===== config.mk =====
export PLATFORM = sky130hd
export DESIGN_NAME = password_door_lock_controller_top
export DESIGN_NICKNAME = d
export VERILOG_FILES = /design/src/pdlc_pkg.sv /design/src/pdlc_mem.sv /design/src/pdlc_ctrl.sv /design/src/pdlc_outbuf.sv /design/src/password_door_lock_controller_top.sv
export VERILOG_INCLUDE_DIRS = /design/src /design/src/src
export SDC_FILE = /design/constraint.sdc
export NUM_CORES = 1
export LEC_CHECK = 0
export ABC_AREA = 1
export BUFFER_PORTS_ARGS = -buffer_cell sky130_fd_sc_hd__buf_4
export CAP_MARGIN = 10
export CORE_UTILIZATION = 35
export DETAILED_ROUTE_END_ITERATION = 12
export SETUP_SLACK_MARGIN = 0.5
export SYNTH_ARGS = -nofsm -noshare
export SYNTH_HDL_FRONTEND = slang
export SYNTH_SLANG_ARGS = --single-unit
export TNS_END_PERCENT = 5

===== constraint.sdc =====
create_clock -name clk -period 3.3 [get_ports clk]
set_clock_uncertainty 0.2 [all_clocks]
set_input_delay 0.165 -clock clk [delete_from_list [all_inputs] [get_ports clk]]
set_output_delay 0.165 -clock clk [all_outputs]
set_load 0.005 [all_outputs]

===== src/password_door_lock_controller_top_macros.svh =====
// ----------------------------------------------------------------------------
// Assertion macros for the lock controller
// Concurrent checks that compile away when SYNTHESIS is defined.
// ----------------------------------------------------------------------------
`ifndef PASSWORD_DOOR_LOCK_CONTROLLER_TOP_MACROS_SVH
`define PASSWORD_DOOR_LOCK_CONTROLLER_TOP_MACROS_SVH

`ifndef SYNTHESIS
// check sampled on clk, switched off while reset is active
`define PDLC_ASSERT(lbl, prop, msg) \
  lbl: assert property (@(posedge clk) disable iff (!rst_n) (prop)) else $error(msg);
// check sampled on clk, active during reset as well
`define PDLC_ASSERT_ALWAYS(lbl, prop, msg) \
  lbl: assert property (@(posedge clk) (prop)) else $error(msg);
`else
`define PDLC_ASSERT(lbl, prop, msg)
`define PDLC_ASSERT_ALWAYS(lbl, prop, msg)
`endif

`endif


===== src/pdlc_pkg.sv =====
// ----------------------------------------------------------------------------
// Lock controller package
// Shared constants, command codes and the result and memory request structs.
// ----------------------------------------------------------------------------
package pdlc_pkg;

  // password length and key index width
  localparam int PASS_LEN = 5;
  localparam int IDX_W    = (PASS_LEN > 1) ? $clog2(PASS_LEN) : 1;
  localparam logic [IDX_W:0] PASS_LEN_C = (IDX_W + 1)'(PASS_LEN);

  // command bytes
  localparam logic [7:0] CMD_SET   = 8'h23;
  localparam logic [7:0] CMD_CHECK = 8'h24;
  localparam logic [7:0] CMD_DOOR  = 8'h25;
  localparam logic [7:0] CMD_ALARM = 8'h26;

  // item kinds on the input tuser
  localparam logic FUNC_BYTE = 1'b0;
  localparam logic FUNC_TICK = 1'b1;

  // motor drive codes
  localparam logic [1:0] MOTOR_STOP = 2'd0;
  localparam logic [1:0] MOTOR_CW   = 2'd1;
  localparam logic [1:0] MOTOR_CCW  = 2'd2;

  // configuration register indexes
  localparam logic [1:0] CFG_OPEN  = 2'd0;
  localparam logic [1:0] CFG_HOLD  = 2'd1;
  localparam logic [1:0] CFG_CLOSE = 2'd2;
  localparam logic [1:0] CFG_ALARM = 2'd3;

  // reset values of the tick registers
  localparam logic [7:0] OPEN_TICKS_RST  = 8'd6;
  localparam logic [7:0] HOLD_TICKS_RST  = 8'd2;
  localparam logic [7:0] CLOSE_TICKS_RST = 8'd6;
  localparam logic [7:0] ALARM_TICKS_RST = 8'd21;

  localparam int OUT_W = 8;

  // result word, tx_valid in the lowest bit
  typedef struct packed {
    logic       busy_res;
    logic       alarm_buzz;
    logic [1:0] motor_drive;
    logic       tx_code;
    logic       tx_valid;
  } res_t;

  // password memory request: one write and one read address
  typedef struct packed {
    logic             we;
    logic [IDX_W-1:0] waddr;
    logic [7:0]       wdata;
    logic [IDX_W-1:0] raddr;
  } mem_req_t;

endpackage


===== src/pdlc_mem.sv =====
// ----------------------------------------------------------------------------
// Password memory
// One write and one registered read per cycle, per-entry valid bits so that
// unwritten entries read as zero, and write-to-read forwarding.
// ----------------------------------------------------------------------------
module pdlc_mem
  import pdlc_pkg::*;
(
  input  logic       clk,
  input  logic       rst_n,
  input  mem_req_t   req,
  output logic [7:0] rd_data_r
);

  logic [7:0]          mem_r [PASS_LEN];
  logic [PASS_LEN-1:0] valid_r;

  // storage write
  always_ff @(posedge clk) begin
    if (req.we) begin
      mem_r[req.waddr] <= req.wdata;
    end
  end

  // valid bits, cleared at reset
  always_ff @(posedge clk) begin
    if (!rst_n) begin
      valid_r <= '0;
    end else if (req.we) begin
      valid_r[req.waddr] <= 1'b1;
    end
  end

  // registered read with forwarding of a same-cycle write
  always_ff @(posedge clk) begin
    if (!rst_n) begin
      rd_data_r <= '0;
    end else if (req.we && (req.waddr == req.raddr)) begin
      rd_data_r <= req.wdata;
    end else if (valid_r[req.raddr]) begin
      rd_data_r <= mem_r[req.raddr];
    end else begin
      rd_data_r <= '0;
    end
  end

endmodule


===== src/pdlc_ctrl.sv =====
// ----------------------------------------------------------------------------
// Lock controller sequencer
// Command decode, key entry and compare, timed door and alarm phases, and
// the tick length registers.
// ----------------------------------------------------------------------------
module pdlc_ctrl
  import pdlc_pkg::*;
(
  input  logic       clk,
  input  logic       rst_n,
  input  logic       cfg_we,
  input  logic [1:0] cfg_index,
  input  logic [7:0] cfg_wdata,
  input  logic       acc,
  input  logic       func,
  input  logic [7:0] rx_byte,
  input  logic [7:0] rd_data,
  output mem_req_t   mem_req,
  output res_t       res
);

  typedef enum logic [2:0] {
    MODE_IDLE, MODE_NEW1, MODE_NEW2, MODE_CHECK,
    MODE_OPEN, MODE_HOLD, MODE_CLOSE, MODE_ALARM
  } mode_t;

  mode_t            mode_r, mode_nxt;
  logic [IDX_W-1:0] key_r, key_nxt;
  logic             mis_r, mis_nxt;
  logic [7:0]       tick_r, tick_nxt;
  logic [7:0]       open_ticks_r, hold_ticks_r, close_ticks_r, alarm_ticks_r;

  logic [IDX_W:0]   key_inc;
  logic             key_last;
  logic [8:0]       tick_inc;
  logic [7:0]       phase_len;
  logic             phase_end;
  logic             mis_key;
  logic             tx_valid, tx_code;
  logic             mem_we;

  // tick length registers
  always_ff @(posedge clk) begin
    if (!rst_n) begin
      open_ticks_r  <= OPEN_TICKS_RST;
      hold_ticks_r  <= HOLD_TICKS_RST;
      close_ticks_r <= CLOSE_TICKS_RST;
      alarm_ticks_r <= ALARM_TICKS_RST;
    end else if (cfg_we) begin
      unique case (cfg_index)
        CFG_OPEN:  open_ticks_r  <= cfg_wdata;
        CFG_HOLD:  hold_ticks_r  <= cfg_wdata;
        CFG_CLOSE: close_ticks_r <= cfg_wdata;
        CFG_ALARM: alarm_ticks_r <= cfg_wdata;
        default:   ;
      endcase
    end
  end

  // key counter and phase timer increments
  assign key_inc   = {1'b0, key_r} + (IDX_W + 1)'(1);
  assign key_last  = (key_inc >= PASS_LEN_C);
  assign tick_inc  = {1'b0, tick_r} + 9'd1;
  assign mis_key   = (rd_data != rx_byte);

  // length of the running timed phase
  always_comb begin
    unique case (mode_r)
      MODE_OPEN:  phase_len = open_ticks_r;
      MODE_HOLD:  phase_len = hold_ticks_r;
      MODE_CLOSE: phase_len = close_ticks_r;
      default:    phase_len = alarm_ticks_r;
    endcase
  end
  assign phase_end = (tick_inc >= {1'b0, phase_len});

  // next state for one accepted word
  always_comb begin
    mode_nxt = mode_r;
    key_nxt  = key_r;
    mis_nxt  = mis_r;
    tick_nxt = tick_r;
    tx_valid = 1'b0;
    tx_code  = 1'b0;
    mem_we   = 1'b0;
    if (acc && (func == FUNC_BYTE)) begin
      unique case (mode_r)
        MODE_IDLE: begin
          key_nxt = '0;
          mis_nxt = 1'b0;
          priority if (rx_byte == CMD_SET) begin
            mode_nxt = MODE_NEW1;
          end else if (rx_byte == CMD_CHECK) begin
            mode_nxt = MODE_CHECK;
          end else if (rx_byte == CMD_DOOR) begin
            mode_nxt = MODE_OPEN;
            tick_nxt = '0;
          end else if (rx_byte == CMD_ALARM) begin
            mode_nxt = MODE_ALARM;
            tick_nxt = '0;
          end else begin
            // unknown byte, stay idle
            mode_nxt = MODE_IDLE;
          end
        end
        MODE_NEW1: begin
          mem_we = 1'b1;
          if (key_last) begin
            key_nxt  = '0;
            mis_nxt  = 1'b0;
            mode_nxt = MODE_NEW2;
          end else begin
            key_nxt = key_inc[IDX_W-1:0];
          end
        end
        MODE_NEW2, MODE_CHECK: begin
          if (key_last) begin
            tx_valid = 1'b1;
            tx_code  = !(mis_r || mis_key);
            key_nxt  = '0;
            mis_nxt  = 1'b0;
            mode_nxt = MODE_IDLE;
          end else begin
            key_nxt = key_inc[IDX_W-1:0];
            mis_nxt = mis_r || mis_key;
          end
        end
        MODE_OPEN, MODE_HOLD, MODE_CLOSE, MODE_ALARM: ;
      endcase
    end else if (acc) begin
      unique case (mode_r)
        MODE_OPEN, MODE_HOLD, MODE_CLOSE, MODE_ALARM: begin
          tick_nxt = phase_end ? '0 : tick_inc[7:0];
          if (phase_end) begin
            unique case (mode_r)
              MODE_OPEN: mode_nxt = MODE_HOLD;
              MODE_HOLD: mode_nxt = MODE_CLOSE;
              default:   mode_nxt = MODE_IDLE;
            endcase
          end
        end
        MODE_IDLE, MODE_NEW1, MODE_NEW2, MODE_CHECK: ;
      endcase
    end
  end

  // memory: write the current key slot, prefetch the next one
  assign mem_req = '{we: mem_we, waddr: key_r, wdata: rx_byte, raddr: key_nxt};

  // result for the accepted word, from the state after it
  always_comb begin
    res.tx_valid    = tx_valid;
    res.tx_code     = tx_code;
    res.motor_drive = (mode_nxt == MODE_OPEN)  ? MOTOR_CW  :
                      (mode_nxt == MODE_CLOSE) ? MOTOR_CCW : MOTOR_STOP;
    res.alarm_buzz  = (mode_nxt == MODE_ALARM);
    res.busy_res    = (mode_nxt != MODE_IDLE);
  end

  // state registers
  always_ff @(posedge clk) begin
    if (!rst_n) begin
      mode_r <= MODE_IDLE;
      key_r  <= '0;
      mis_r  <= 1'b0;
      tick_r <= '0;
    end else begin
      mode_r <= mode_nxt;
      key_r  <= key_nxt;
      mis_r  <= mis_nxt;
      tick_r <= tick_nxt;
    end
  end

endmodule


===== src/pdlc_outbuf.sv =====
// ----------------------------------------------------------------------------
// Result output stage
// Output register plus one skid word, so input acceptance never waits on
// the downstream ready of the same cycle.
// ----------------------------------------------------------------------------
module pdlc_outbuf
  import pdlc_pkg::*;
(
  input  logic clk,
  input  logic rst_n,
  input  logic in_valid,
  input  res_t in_res,
  output logic in_ready,
  input  logic out_ready,
  output logic out_valid_r,
  output res_t out_res_r
);

  logic skid_valid_r;
  res_t skid_res_r;
  logic out_free;

  assign in_ready = !skid_valid_r;
  assign out_free = !out_valid_r || out_ready;

  // occupancy flags
  always_ff @(posedge clk) begin
    if (!rst_n) begin
      out_valid_r  <= 1'b0;
      skid_valid_r <= 1'b0;
    end else if (out_free) begin
      out_valid_r  <= skid_valid_r || in_valid;
      skid_valid_r <= 1'b0;
    end else if (in_valid) begin
      skid_valid_r <= 1'b1;
    end
  end

  // payload words
  always_ff @(posedge clk) begin
    if (out_free) begin
      out_res_r <= skid_valid_r ? skid_res_r : in_res;
    end else if (in_valid) begin
      skid_res_r <= in_res;
    end
  end

endmodule


===== src/password_door_lock_controller_top.sv =====
// ----------------------------------------------------------------------------
// Password door lock controller
// Takes received bytes and timer ticks and drives reply, motor and buzzer.
// ----------------------------------------------------------------------------
// One word is accepted per clock and gives exactly one result word, which
// appears on the output the cycle after acceptance when the output register
// is empty or read in that cycle; otherwise it waits in the skid word. The
// rate is set by the single read-modify-write of the password memory and
// control registers per cycle; the next key slot is prefetched so each
// compare sees its entry on arrival. The output holds two words, so input
// stalls only after two results wait unclaimed. The password memory has
// per-entry valid bits cleared by reset, so no clearing pass is needed after
// reset.
module password_door_lock_controller_top
  import pdlc_pkg::*;
(
  input  logic             clk,
  input  logic             rst_n,
  // configuration writes
  input  logic             cfg_we,
  input  logic [1:0]       cfg_index,
  input  logic [7:0]       cfg_wdata,
  // input words
  input  logic             in_tvalid,
  output logic             in_tready,
  input  logic [7:0]       in_tdata,   // [7:0] rx_byte
  input  logic             in_tuser,   // [0] func
  // result words
  output logic             out_tvalid,
  input  logic             out_tready,
  output logic [OUT_W-1:0] out_tdata   // [0] tx_valid, [1] tx_code,
                                       // [3:2] motor_drive, [4] alarm_buzz,
                                       // [5] busy_res, [7:6] zero
);

  `include "password_door_lock_controller_top_macros.svh"

  logic       acc;
  logic [7:0] rd_data;
  mem_req_t   mem_req;
  res_t       res;
  res_t       out_res;

  assign acc = in_tvalid && in_tready;

  // sequencer
  pdlc_ctrl u_ctrl (
    .clk       (clk),
    .rst_n     (rst_n),
    .cfg_we    (cfg_we),
    .cfg_index (cfg_index),
    .cfg_wdata (cfg_wdata),
    .acc       (acc),
    .func      (in_tuser),
    .rx_byte   (in_tdata),
    .rd_data   (rd_data),
    .mem_req   (mem_req),
    .res       (res)
  );

  // stored password
  pdlc_mem u_mem (
    .clk       (clk),
    .rst_n     (rst_n),
    .req       (mem_req),
    .rd_data_r (rd_data)
  );

  // output register and skid
  pdlc_outbuf u_outbuf (
    .clk         (clk),
    .rst_n       (rst_n),
    .in_valid    (acc),
    .in_res      (res),
    .in_ready    (in_tready),
    .out_ready   (out_tready),
    .out_valid_r (out_tvalid),
    .out_res_r   (out_res)
  );

  assign out_tdata = {(OUT_W - $bits(res_t))'(0), out_res};

  // checks
  `PDLC_ASSERT(a_skid_needs_out, !in_tready |-> out_tvalid, "skid full with output empty")
  `PDLC_ASSERT(a_accept_to_out, acc |=> out_tvalid, "accepted word did not reach output")
  `PDLC_ASSERT(a_reply_when_idle, (out_tvalid && out_tdata[0]) |-> !out_tdata[5], "reply while busy")
  `PDLC_ASSERT(a_motor_code, out_tvalid |-> (out_tdata[3:2] != 2'b11), "bad motor code")
  `PDLC_ASSERT_ALWAYS(a_reset_empty, !rst_n |=> !out_tvalid, "output valid after reset")

endmodule

==> flow_summary.ini, run 1 <==
[logic_synthesis]
yosysWarnings = 0
synth-main-ff-cell = dfxtp_1
avgSynthCellArea_um2 = 8.27
ys_types = 38
synth.most_common_cell = nand2_1
ys_seq_area_share_pct = 52.3
ys_seq_elements = 114
synthArstFlopShare_pct = 0
synth_top_area_share_pct = 29.1
synth_area_leaders = edfxtp_1, dfxtp_1, nand2_1
synth_area_leader_cell = edfxtp_1
syn_inst = 648
synth_commonest_cells = nand2_1, nor2_1, dfxtp_1
synthesis.area_um2 = 5360
synth-edff-count = 52

[final_layout]
drive_above_1_share_pct = 18.2
nets = 760
syn_to_final_growth_pct = 28.5
n_fill_cell = 1369
n_antenna_cell = 0

[clock_tree]
cts_root_buf = clkbuf_16
htreeDepth = 4
cts_max_path_buffers = 2
path_clk_slew_ns = 0.06
clk_latency_ns = 0.42
cts_buffers = 17
cts_tree = built
clock-sinks = 114

[timing]
fmax_ghz = 0.349
setup_viol = 0
slew_viol_final = 0
period_share_pct = 86.7
tightestPinTransition_ns = 0.847
grt_setup_unrepaired = true
hold-worst-slack_ns = 0.0262
max_slew_margin_pct = 43.1
hold_viol_final = 0
period_needed_ns = 2.86
setup_tns_ns = 0

[worst_setup_path]
worstSetupStartpointType = flip-flop
max_stage_delay_ns = 0.36
critPathSlowestCell = dfxtp_4
crit_chain = inv_6, nor2_4, inv_4, nor2_4, buf_4, a221oi_2, ha_1, nand2_1, inv_1, nand2_1, nand3_1, nand2_1, nand2_1, nand2_2, nand2_4, a21oi_4, nand2_2, nand2_4, nand4_1, nand2_1, nand2_1
cp_common_cell = nand2_1
cpLargestDelayFamily = simple AND/OR/NAND/NOR gates
worstPathBufferInverterCount = 4
crit_path_max_fanout = 6
worstSetupPathType = flip-flop to flip-flop
required_ns = 3.28
end_kind = flip-flop
critPathArrivalTime_ns = 2.84

[detailed_routing]
vias_per_cell = 4.99
vias = 4599
drt_drc_violations_left = 0
detail_route.wl_per_cell_um = 14.2
drtIter0Drc = 282
first_pass_iters = 5
drt-total-wl_um = 13100
antenna_left = 0

[floorplanning]
fp-row-count = 44
dieWidth_um = 126
io_pins = 34
die_area_um2 = 15800
start_util_pct = 36.3
coreArea_um2 = 14800
chipHeight_um = 126

[power]
pwr_density_cell_nw_per_um2 = 527
intPower_mw = 2.79
p_switching_uw = 835
p_leak_nw = 2.92
switching_share_pct = 23.0
power_frac_seq_pct = 42.1
clockPowerShare_pct = 51.8
combPwrFrac_pct = 6.1
vdd_drop_max_uv = 385

[grt]
antenna_found_initial = 0
grt_usage_pct = 17.4
grt_overflow = 0
grt_pass1_wl_um = 21500
grt_max_degree = 43
grt_pass1_vias = 4434

[place]
io_buffer_count = 31
place_congestion = 0.874
dp_hpwl_um = 8820

[flow_run]
maxCapViolCount = 0

[outcome]
status = finished, final reports clean

[hold_path]
hold_path.class = input port to flip-flop
==> kinds of logic (layout without fill, tap and decap cells) <==
logic type / Yosys count / after routing / synth area share (%)
AOI/OAI and AO/OA: 100 / 101 / 10.4
other: 1 / 2 / 0.0700
adders and majority gates: 12 / 12 / 2.80
buffers and inverters: 82 / 169 / 7.08
and+or+nand+nor: 330 / 330 / 25.7
xor gates and xnor gates: 9 / 9 / 1.61
DFF: 114 / 114 / 52.3
==> area by class of cell <==
cell class	count	area (µm²)	area share, %
Sequential cell	114	2820	40.9
Timing Repair Buffer	73	611	8.87
Tap cell	184	230	3.34
Multi-Input combinational cell	454	2350	34.2
Clock buffer	18	429	6.23
Clock inverter	14	180	2.62
Inverter	64	262	3.80
==> worst paths after layout <==
| kind | from | end | slack (ns) | cells past startpoint |
|---|---|---|---|---|
| hold / removal | in_tvalid | u_outbuf.skid_valid_r | 0.03 | 3 |
| setup reg to reg | u_ctrl.mode_r[2] | u_outbuf.out_res_r[5] | 0.44 | 21 |
| setup / recovery | u_ctrl.mode_r[2] | u_outbuf.out_res_r[5] | 0.44 | 21 |
| hold reg to reg | u_ctrl.alarm_ticks_r[0] | u_ctrl.alarm_ticks_r[0] | 0.27 | 2 |
==> stage by stage <==
stage | setup slack [ns] | utilization (%) | total power [mW] | cell area, µm² | std cells
floorplan | 0.498 | - | 1.66 | 5370 | 649
global placement | 0.205 | 38.9 | 1.74 | 5740 | 851
detailed placement | 0.114 | 38.9 | 1.74 | 5740 | 851
CTS | 0.426 | 45.9 | 3.64 | 6770 | 919
global route | 0.270 | 46.7 | 3.74 | 6880 | 921
finish | 0.438 | 46.7 | 3.63 | 6880 | 921
==> worst register-to-register path: cells and delay by family, from the launching register on <==
kind,cells,cell delay (ns)
AOI/OAI and AO/OA,2,0.42
buffers and inverters,4,0.34
adders and majority gates,1,0.29
and+or+nand+nor,14,1.02
DFF,1,0.36
==> per-layer routing <==
metal	share of wire, %	GRT usage [%]	up-vias
met5	0	0	-
met4	2.2	8.61	0
met3	3.7	3.91	27
met2	48	29.0	112
met1	46	21.2	2168
li1	-	-	2292
==> power groups by stage <==
stage | Clock [mW] | Sequential (mW) | Combinational [mW]
final | 1.88 | 1.53 | 0.221
after global routing | 1.96 | 1.53 | 0.245
after CTS | 1.90 | 1.53 | 0.213
after detailed placement | 0 | 1.56 | 0.183
after global placement | 0 | 1.56 | 0.179
after floorplan | 0 | 1.55 | 0.109
==> timing repair <==
action,in CTS,in global routing
cloned,1,0
setup endpoints to repair,17,26
setup buffers,10,2
resized for setup,25,24
endpoints found under the hold margin,82,0
hold buffers,25,0
pin swaps,17,16
==> layout by cell type (no fill, tap or decap), drive strengths merged, types with 2 or more instances in the layout <==
cell | netlist | layout
dlygate4sd3 | 0 | 25
nor2 | 120 | 120
bufinv | 0 | 3
nand3 | 45 | 45
conb | 1 | 2
clkinvlp | 0 | 2
nand2 | 146 | 146
clkbuf | 6 | 18
buf | 12 | 48
inv | 63 | 66
o21ai | 59 | 60
nand4 | 7 | 7
dfxtp | 62 | 62
edfxtp | 52 | 52
a31oi | 2 | 2
o22ai | 2 | 2
xor2 | 8 | 8
a21oi | 28 | 28
a211oi | 2 | 2
nor3 | 11 | 11
clkinv | 1 | 7
a221oi | 5 | 5
ha | 12 | 12
==> flip-flops by register name (all words and copies together), names as in the netlist <==
signal,flops
u_mem.mem_r,40
u_ctrl.alarm_ticks_r,8
u_ctrl.close_ticks_r,8
u_ctrl.hold_ticks_r,8
u_ctrl.open_ticks_r,8
u_ctrl.tick_r,8
u_mem.rd_data_r,8
u_outbuf.out_res_r,6
u_outbuf.skid_res_r,6
u_mem.valid_r,5
u_ctrl.key_r,3
u_ctrl.mode_r,3
u_ctrl.mis_r,1
u_outbuf.out_valid_r,1
u_outbuf.skid_valid_r,1
Power figures use the tool's default switching activity.
==> inputs of run 2 (changes only) <==
--- a/config.mk
+++ b/config.mk
@@ -9,8 +9,12 @@
 export ABC_AREA = 1
 export BUFFER_PORTS_ARGS = -buffer_cell sky130_fd_sc_hd__buf_4
 export CAP_MARGIN = 10
-export CORE_UTILIZATION = 35
+export CELL_PAD_IN_SITES_DETAIL_PLACEMENT = 1
+export CELL_PAD_IN_SITES_GLOBAL_PLACEMENT = 2
+export CORE_MARGIN = 5
+export CORE_UTILIZATION = 33
 export DETAILED_ROUTE_END_ITERATION = 12
+export PLACE_DENSITY_LB_ADDON = 0.1
 export SETUP_SLACK_MARGIN = 0.5
 export SYNTH_ARGS = -nofsm -noshare
 export SYNTH_HDL_FRONTEND = slang
==> flow_summary.ini, run 2 (synthesis results as in run 1) <==
[outcome]
status = finished, final reports clean

[worst_setup_path]
r2r-end = u_outbuf.out_res_r[5]
max_stage_delay_ns = 0.36
cpLargestDelayFamily = simple AND/OR/NAND/NOR gates
r2r_slack_ns = 0.35
worst_r2r_path_depth = 18
required_ns = 3.27
worstPathBufferInverterCount = 4
crit_chain = buf_4, o21ai_4, buf_12, buf_4, a221oi_2, ha_1, nand2_1, inv_1, nand2_1, nand2_1, nand2_2, nand2_4, a21oi_4, nand2_1, nand2_2, nand4_1, nand2_1, nand2_1
critPathSlowestCell = dfxtp_4
worstSetupPathType = flip-flop to flip-flop
end_kind = flip-flop
critPathArrivalTime_ns = 2.92
r2r_start = u_ctrl.mode_r[2]
crit_path_max_fanout = 5
worstSetupStartpointType = flip-flop
cp_common_cell = nand2_1

[timing]
tightestPinTransition_ns = 0.767
setup_viol = 0
hold_viol_final = 0
fmax_ghz = 0.339
max_slew_margin_pct = 48.7
period_share_pct = 89.5
period_needed_ns = 2.95
setup_tns_ns = 0
grt_setup_unrepaired = true
slew_viol_final = 0

[place]
io_buffer_count = 31
placed_area_um2 = 5830
dp_hpwl_um = 10500
place_congestion = 0.771

[clock_tree]
cts_root_buf = clkbuf_16
clk_latency_ns = 0.42
cts_buffers = 17
htreeDepth = 4
cts_tree = built
cts_max_path_buffers = 2
path_clk_slew_ns = 0.05
clock-sinks = 114

[grt]
grt_overflow = 0
grt_pass1_wl_um = 24400
grt_usage_pct = 16.9
grt_pass1_vias = 4810
antenna_found_initial = 0
grt_max_degree = 43

[power]
power_frac_seq_pct = 42.6
p_switching_uw = 793
combPwrFrac_pct = 6.1
clockPowerShare_pct = 51.3
vdd_drop_max_uv = 354
intPower_mw = 2.79
power.total_mw = 3.59
pwr_density_cell_nw_per_um2 = 522
switching_share_pct = 22.1
p_leak_nw = 2.91

[final_layout]
n_antenna_cell = 0
stdcell_area_um2 = 6870
regMostFlops = u_mem.mem_r
nets = 760
largest_reg_flops = 40
final_cell_mix = nand2_1, nor2_1, dfxtp_1
layout_commonest_cell = nand2_1
multi_input_area_um2 = 2330
syn_to_final_growth_pct = 28.3
drive_above_1_share_pct = 17.8
final-seq-area_um2 = 2810
n_fill_cell = 1913

[floorplanning]
die_area_um2 = 18900
fp-row-count = 46
io_pins = 34
chipHeight_um = 137
dieWidth_um = 137
coreArea_um2 = 15900
start_util_pct = 33.7

[detailed_routing]
antenna_left = 0
drt-total-wl_um = 14900
first_pass_iters = 4
drtIter0Drc = 160
detail_route.wl_per_cell_um = 15.6
vias = 4554
drt_drc_violations_left = 0
vias_per_cell = 4.78

[hold_path]
min_to = u_ctrl.close_ticks_r[1]
hold_start = cfg_index[0]
hold_path.class = input port to flip-flop
worstHoldPathCells = 4

[flow_run]
maxCapViolCount = 0
-- run 2: changes by cell type in the layout (fill, tap and decap cells not counted), sizes merged --
| cell | before | now |
|---|---|---|
| clkbuf | 18 | 21 |
| o21ai | 60 | 59 |
| inv | 66 | 63 |
| buf | 48 | 54 |
| dlygate4sd3 | 25 | 20 |
-- run 2: how the worst max path moves through the flow --
stage                                 from               endpoint  depth (start not counted)
after global placement    u_ctrl.mode_r[1]  u_outbuf.out_res_r[2]                         21
after global routing      u_ctrl.mode_r[2]  u_outbuf.out_res_r[5]                         23
after detailed placement  u_ctrl.mode_r[2]  u_outbuf.out_res_r[2]                         23
after CTS                 u_ctrl.mode_r[1]  u_outbuf.out_res_r[5]                         21
after floorplan           u_ctrl.mode_r[2]  u_outbuf.out_res_r[5]                         22
final                     u_ctrl.mode_r[2]  u_outbuf.out_res_r[5]                         18
-- run 2: timing repair --
item,in CTS,in global routing
setup buffers,8,5
hold buffers,20,0
pin swaps,4,10
resized for setup,26,12
endpoints found under the setup margin,26,25
endpoints found under the hold margin,83,0
-- run 2: metal layers --
layer  vias up  track usage (%)  part of all wire (%)
met3        14             4.02                   2.7
met2        48             29.9                    52
met5         -                0                     0
met1      2198             20.0                    44
met4         0             5.82                   1.5
li1       2294                -                     -
-- run 2: layout make-up --
class	count	area share [%]
Clock inverter	11	2.00
Timing Repair Buffer	74	8.99
Tap cell	216	3.93
Multi-Input combinational cell	453	33.9
Inverter	64	3.73
Sequential cell	114	40.9
Clock buffer	21	6.55
-- run 2: per-stage QoR --
| stage | utilization (%) | instances | setup slack, ns | hold slack, ns |
|---|---|---|---|---|
| floorplan | - | 649 | 0.498 | 0.0639 |
| global placement | 36.7 | 888 | 0.123 | 0.212 |
| detailed placement | 36.7 | 888 | 0.0143 | 0.217 |
| CTS | 42.7 | 948 | 0.343 | 0.0000588 |
| global route | 43.3 | 953 | 0.143 | 0.0338 |
| finish | 43.3 | 953 | 0.348 | 0.00526 |
-- run 2: power by group through the flow --
stage / clock (mW) / combinational [mW] / sequential (mW)
after detailed placement: 0 / 0.194 / 1.56
after global routing: 1.95 / 0.247 / 1.53
final: 1.84 / 0.218 / 1.53
after floorplan: 0 / 0.109 / 1.55
after global placement: 0 / 0.191 / 1.56
after CTS: 1.88 / 0.220 / 1.53
-- run 2: worst reg2reg max path, stage by stage, from the launching register on --
cell and delay [ns]:
dfxtp_4 0.36, buf_4 0.16, o21ai_4 0.10, buf_12 0.14
buf_4 0.13, a221oi_2 0.32, ha_1 0.30, nand2_1 0.07
inv_1 0.04, nand2_1 0.05, nand2_1 0.06, nand2_2 0.09
nand2_4 0.08, a21oi_4 0.15, nand2_1 0.08, nand2_2 0.09
nand4_1 0.12, nand2_1 0.11, nand2_1 0.05
==> inputs of run 3 (changes only) <==
==> constraint.sdc (replaced) <==
create_clock -name clk -period 3.3 [get_ports clk]
set_clock_uncertainty 0.2 [all_clocks]
set_input_delay 0.66 -clock clk [delete_from_list [all_inputs] [get_ports clk]]
set_output_delay 0.66 -clock clk [all_outputs]
set_load 0.005 [all_outputs]
==> flow_summary.ini, run 3 (synthesis results as in run 1) <==
[outcome]
status = finished, final reports clean

[clock_tree]
clock-sinks = 114
clk_latency_ns = 0.42
path_clk_slew_ns = 0.05
cts_root_buf = clkbuf_16
cts_max_path_buffers = 2
cts_buffers = 17
cts_tree = built
postCtsHoldBufs = 0
htreeDepth = 4

[timing]
setup_viol = 0
tightestPinTransition_ns = 0.788
fmax_ghz = 0.341
fin_ws_ns = 0.365
period_share_pct = 88.9
hold-worst-slack_ns = 0.255
slew_viol_final = 0
period_needed_ns = 2.94
setup_tns_ns = 0
hold_viol_final = 0
grt_setup_unrepaired = true
max_slew_margin_pct = 47.4

[power]
combPwrFrac_pct = 6.0
clockPowerShare_pct = 49.6
p_leak_nw = 2.85
p_switching_uw = 798
vdd_drop_max_uv = 356
power_frac_seq_pct = 44.3
pwr_density_cell_nw_per_um2 = 515
switching_share_pct = 23.1
intPower_mw = 2.65

[detailed_routing]
antenna_left = 0
drt-total-wl_um = 15300
vias_per_cell = 4.80
vias = 4492
detail_route.wl_per_cell_um = 16.4
drtIter0Drc = 180
first_pass_iters = 4
drt_drc_violations_left = 0

[floorplanning]
dieWidth_um = 137
die_area_um2 = 18900
start_util_pct = 33.7
chipHeight_um = 137
fp-row-count = 46
coreArea_um2 = 15900
io_pins = 34

[place]
dp_cells = 890
dp_hpwl_um = 10700
place_congestion = 0.805
io_buffer_count = 31
pre_cts_ws_ns = -0.0414
placed_area_um2 = 5840

[hold_path]
worstHoldPathCells = 2
hold_path.class = flip-flop to flip-flop
min_to = u_ctrl.alarm_ticks_r[0]
hold_start = u_ctrl.alarm_ticks_r[0]

[final_layout]
stdcell_area_um2 = 6700
layout_commonest_cell = nand2_1
n_antenna_cell = 0
n_fill_cell = 1922
drive_above_1_share_pct = 18.6
instances_no_fill = 935
final_cell_mix = nand2_1, nor2_1, dfxtp_1
nets = 742
largest_reg_flops = 40
regMostFlops = u_mem.mem_r
syn_to_final_growth_pct = 25.1

[worst_setup_path]
max_stage_delay_ns = 0.35
critPathSlowestCell = dfxtp_4
r2r_start = u_ctrl.mode_r[2]
crit_chain = inv_4, nor2_4, inv_4, nor2_4, buf_4, nand2_1, nand2_1, a221oi_1, ha_1, a21oi_1, nand2_1, nand2_2, nand2_4, nand2_4, nand2_4, nand2_2, nand2_2, buf_4, nand3_4, o21ai_1
r2r_slack_ns = 0.36
worstSetupPathType = flip-flop to flip-flop
end_kind = flip-flop
r2r-end = u_outbuf.out_res_r[3]
cpLargestDelayFamily = simple AND/OR/NAND/NOR gates
critPathArrivalTime_ns = 2.88
required_ns = 3.25
worstSetupStartpointType = flip-flop
worstPathBufferInverterCount = 4
worst_r2r_path_depth = 20
crit_path_max_fanout = 8

[grt]
grt_pass1_wl_um = 24500
grt_max_degree = 43
antenna_found_initial = 0
grt_usage_pct = 17.1
grt_overflow = 0
grt_pass1_vias = 4755

[flow_run]
maxCapViolCount = 0
[run 3: area by class of cell]
class                           count  area [µm²]  area share, %
Sequential cell                   114        2810           42.0
Multi-Input combinational cell    453        2370           35.4
Clock buffer                       25         508           7.58
Timing Repair Buffer               56         437           6.52
Tap cell                          216         270           4.03
Inverter                           64         256           3.83
Clock inverter                      7        48.8          0.728
[run 3: worst min-delay path, stage by stage, from the launching register on]
cell	delay, ns
dfxtp_1	0.32
nand2_1	0.05
nand3_1	0.05
[run 3: power by group through the flow]
stage          Clock (mW)  Sequential, mW  Combinational (mW)
3_3_place_gp            0            1.56               0.191
2_1_floorplan           0            1.55               0.109
3_5_place_dp            0            1.56               0.196
4_1_cts              1.75            1.53               0.206
5_1_grt              1.81            1.53               0.235
6_report             1.71            1.53               0.208
[run 3: worst max-delay path by stage]
stage,start,end,slack [ns],cells after the start
2_1_floorplan,u_ctrl.mode_r[2],u_outbuf.out_res_r[5],0.50,22
3_3_place_gp,u_ctrl.mode_r[1],u_outbuf.out_res_r[3],0.11,21
3_5_place_dp,u_ctrl.mode_r[2],u_outbuf.out_res_r[2],-0.04,23
4_1_cts,u_ctrl.mode_r[2],u_outbuf.out_res_r[5],0.32,22
5_1_grt,u_ctrl.mode_r[2],u_outbuf.out_res_r[3],0.19,23
6_report,u_ctrl.mode_r[2],u_outbuf.out_res_r[3],0.36,20
[run 3: routing by layer]
layer	track usage, %	vias up	share of wire, %
met5	0	-	0
met4	5.10	0	1.2
met3	4.13	17	2.6
met2	30.9	47	53
met1	19.8	2174	44
li1	-	2254	-
[run 3: repair_timing]
action / in CTS / in global routing
setup endpoints to repair: 18 / 20
resized for setup: 28 / 17
setup buffers: 11 / 2
pin swaps: 18 / 15
[run 3: metrics by stage]
step                      util (%)  power [mW]
final                         42.2        3.45
after global routing          42.2        3.57
after detailed placement      36.8        1.75
after global placement        36.8        1.75
after CTS                     41.6        3.49
after floorplan                  -        1.66
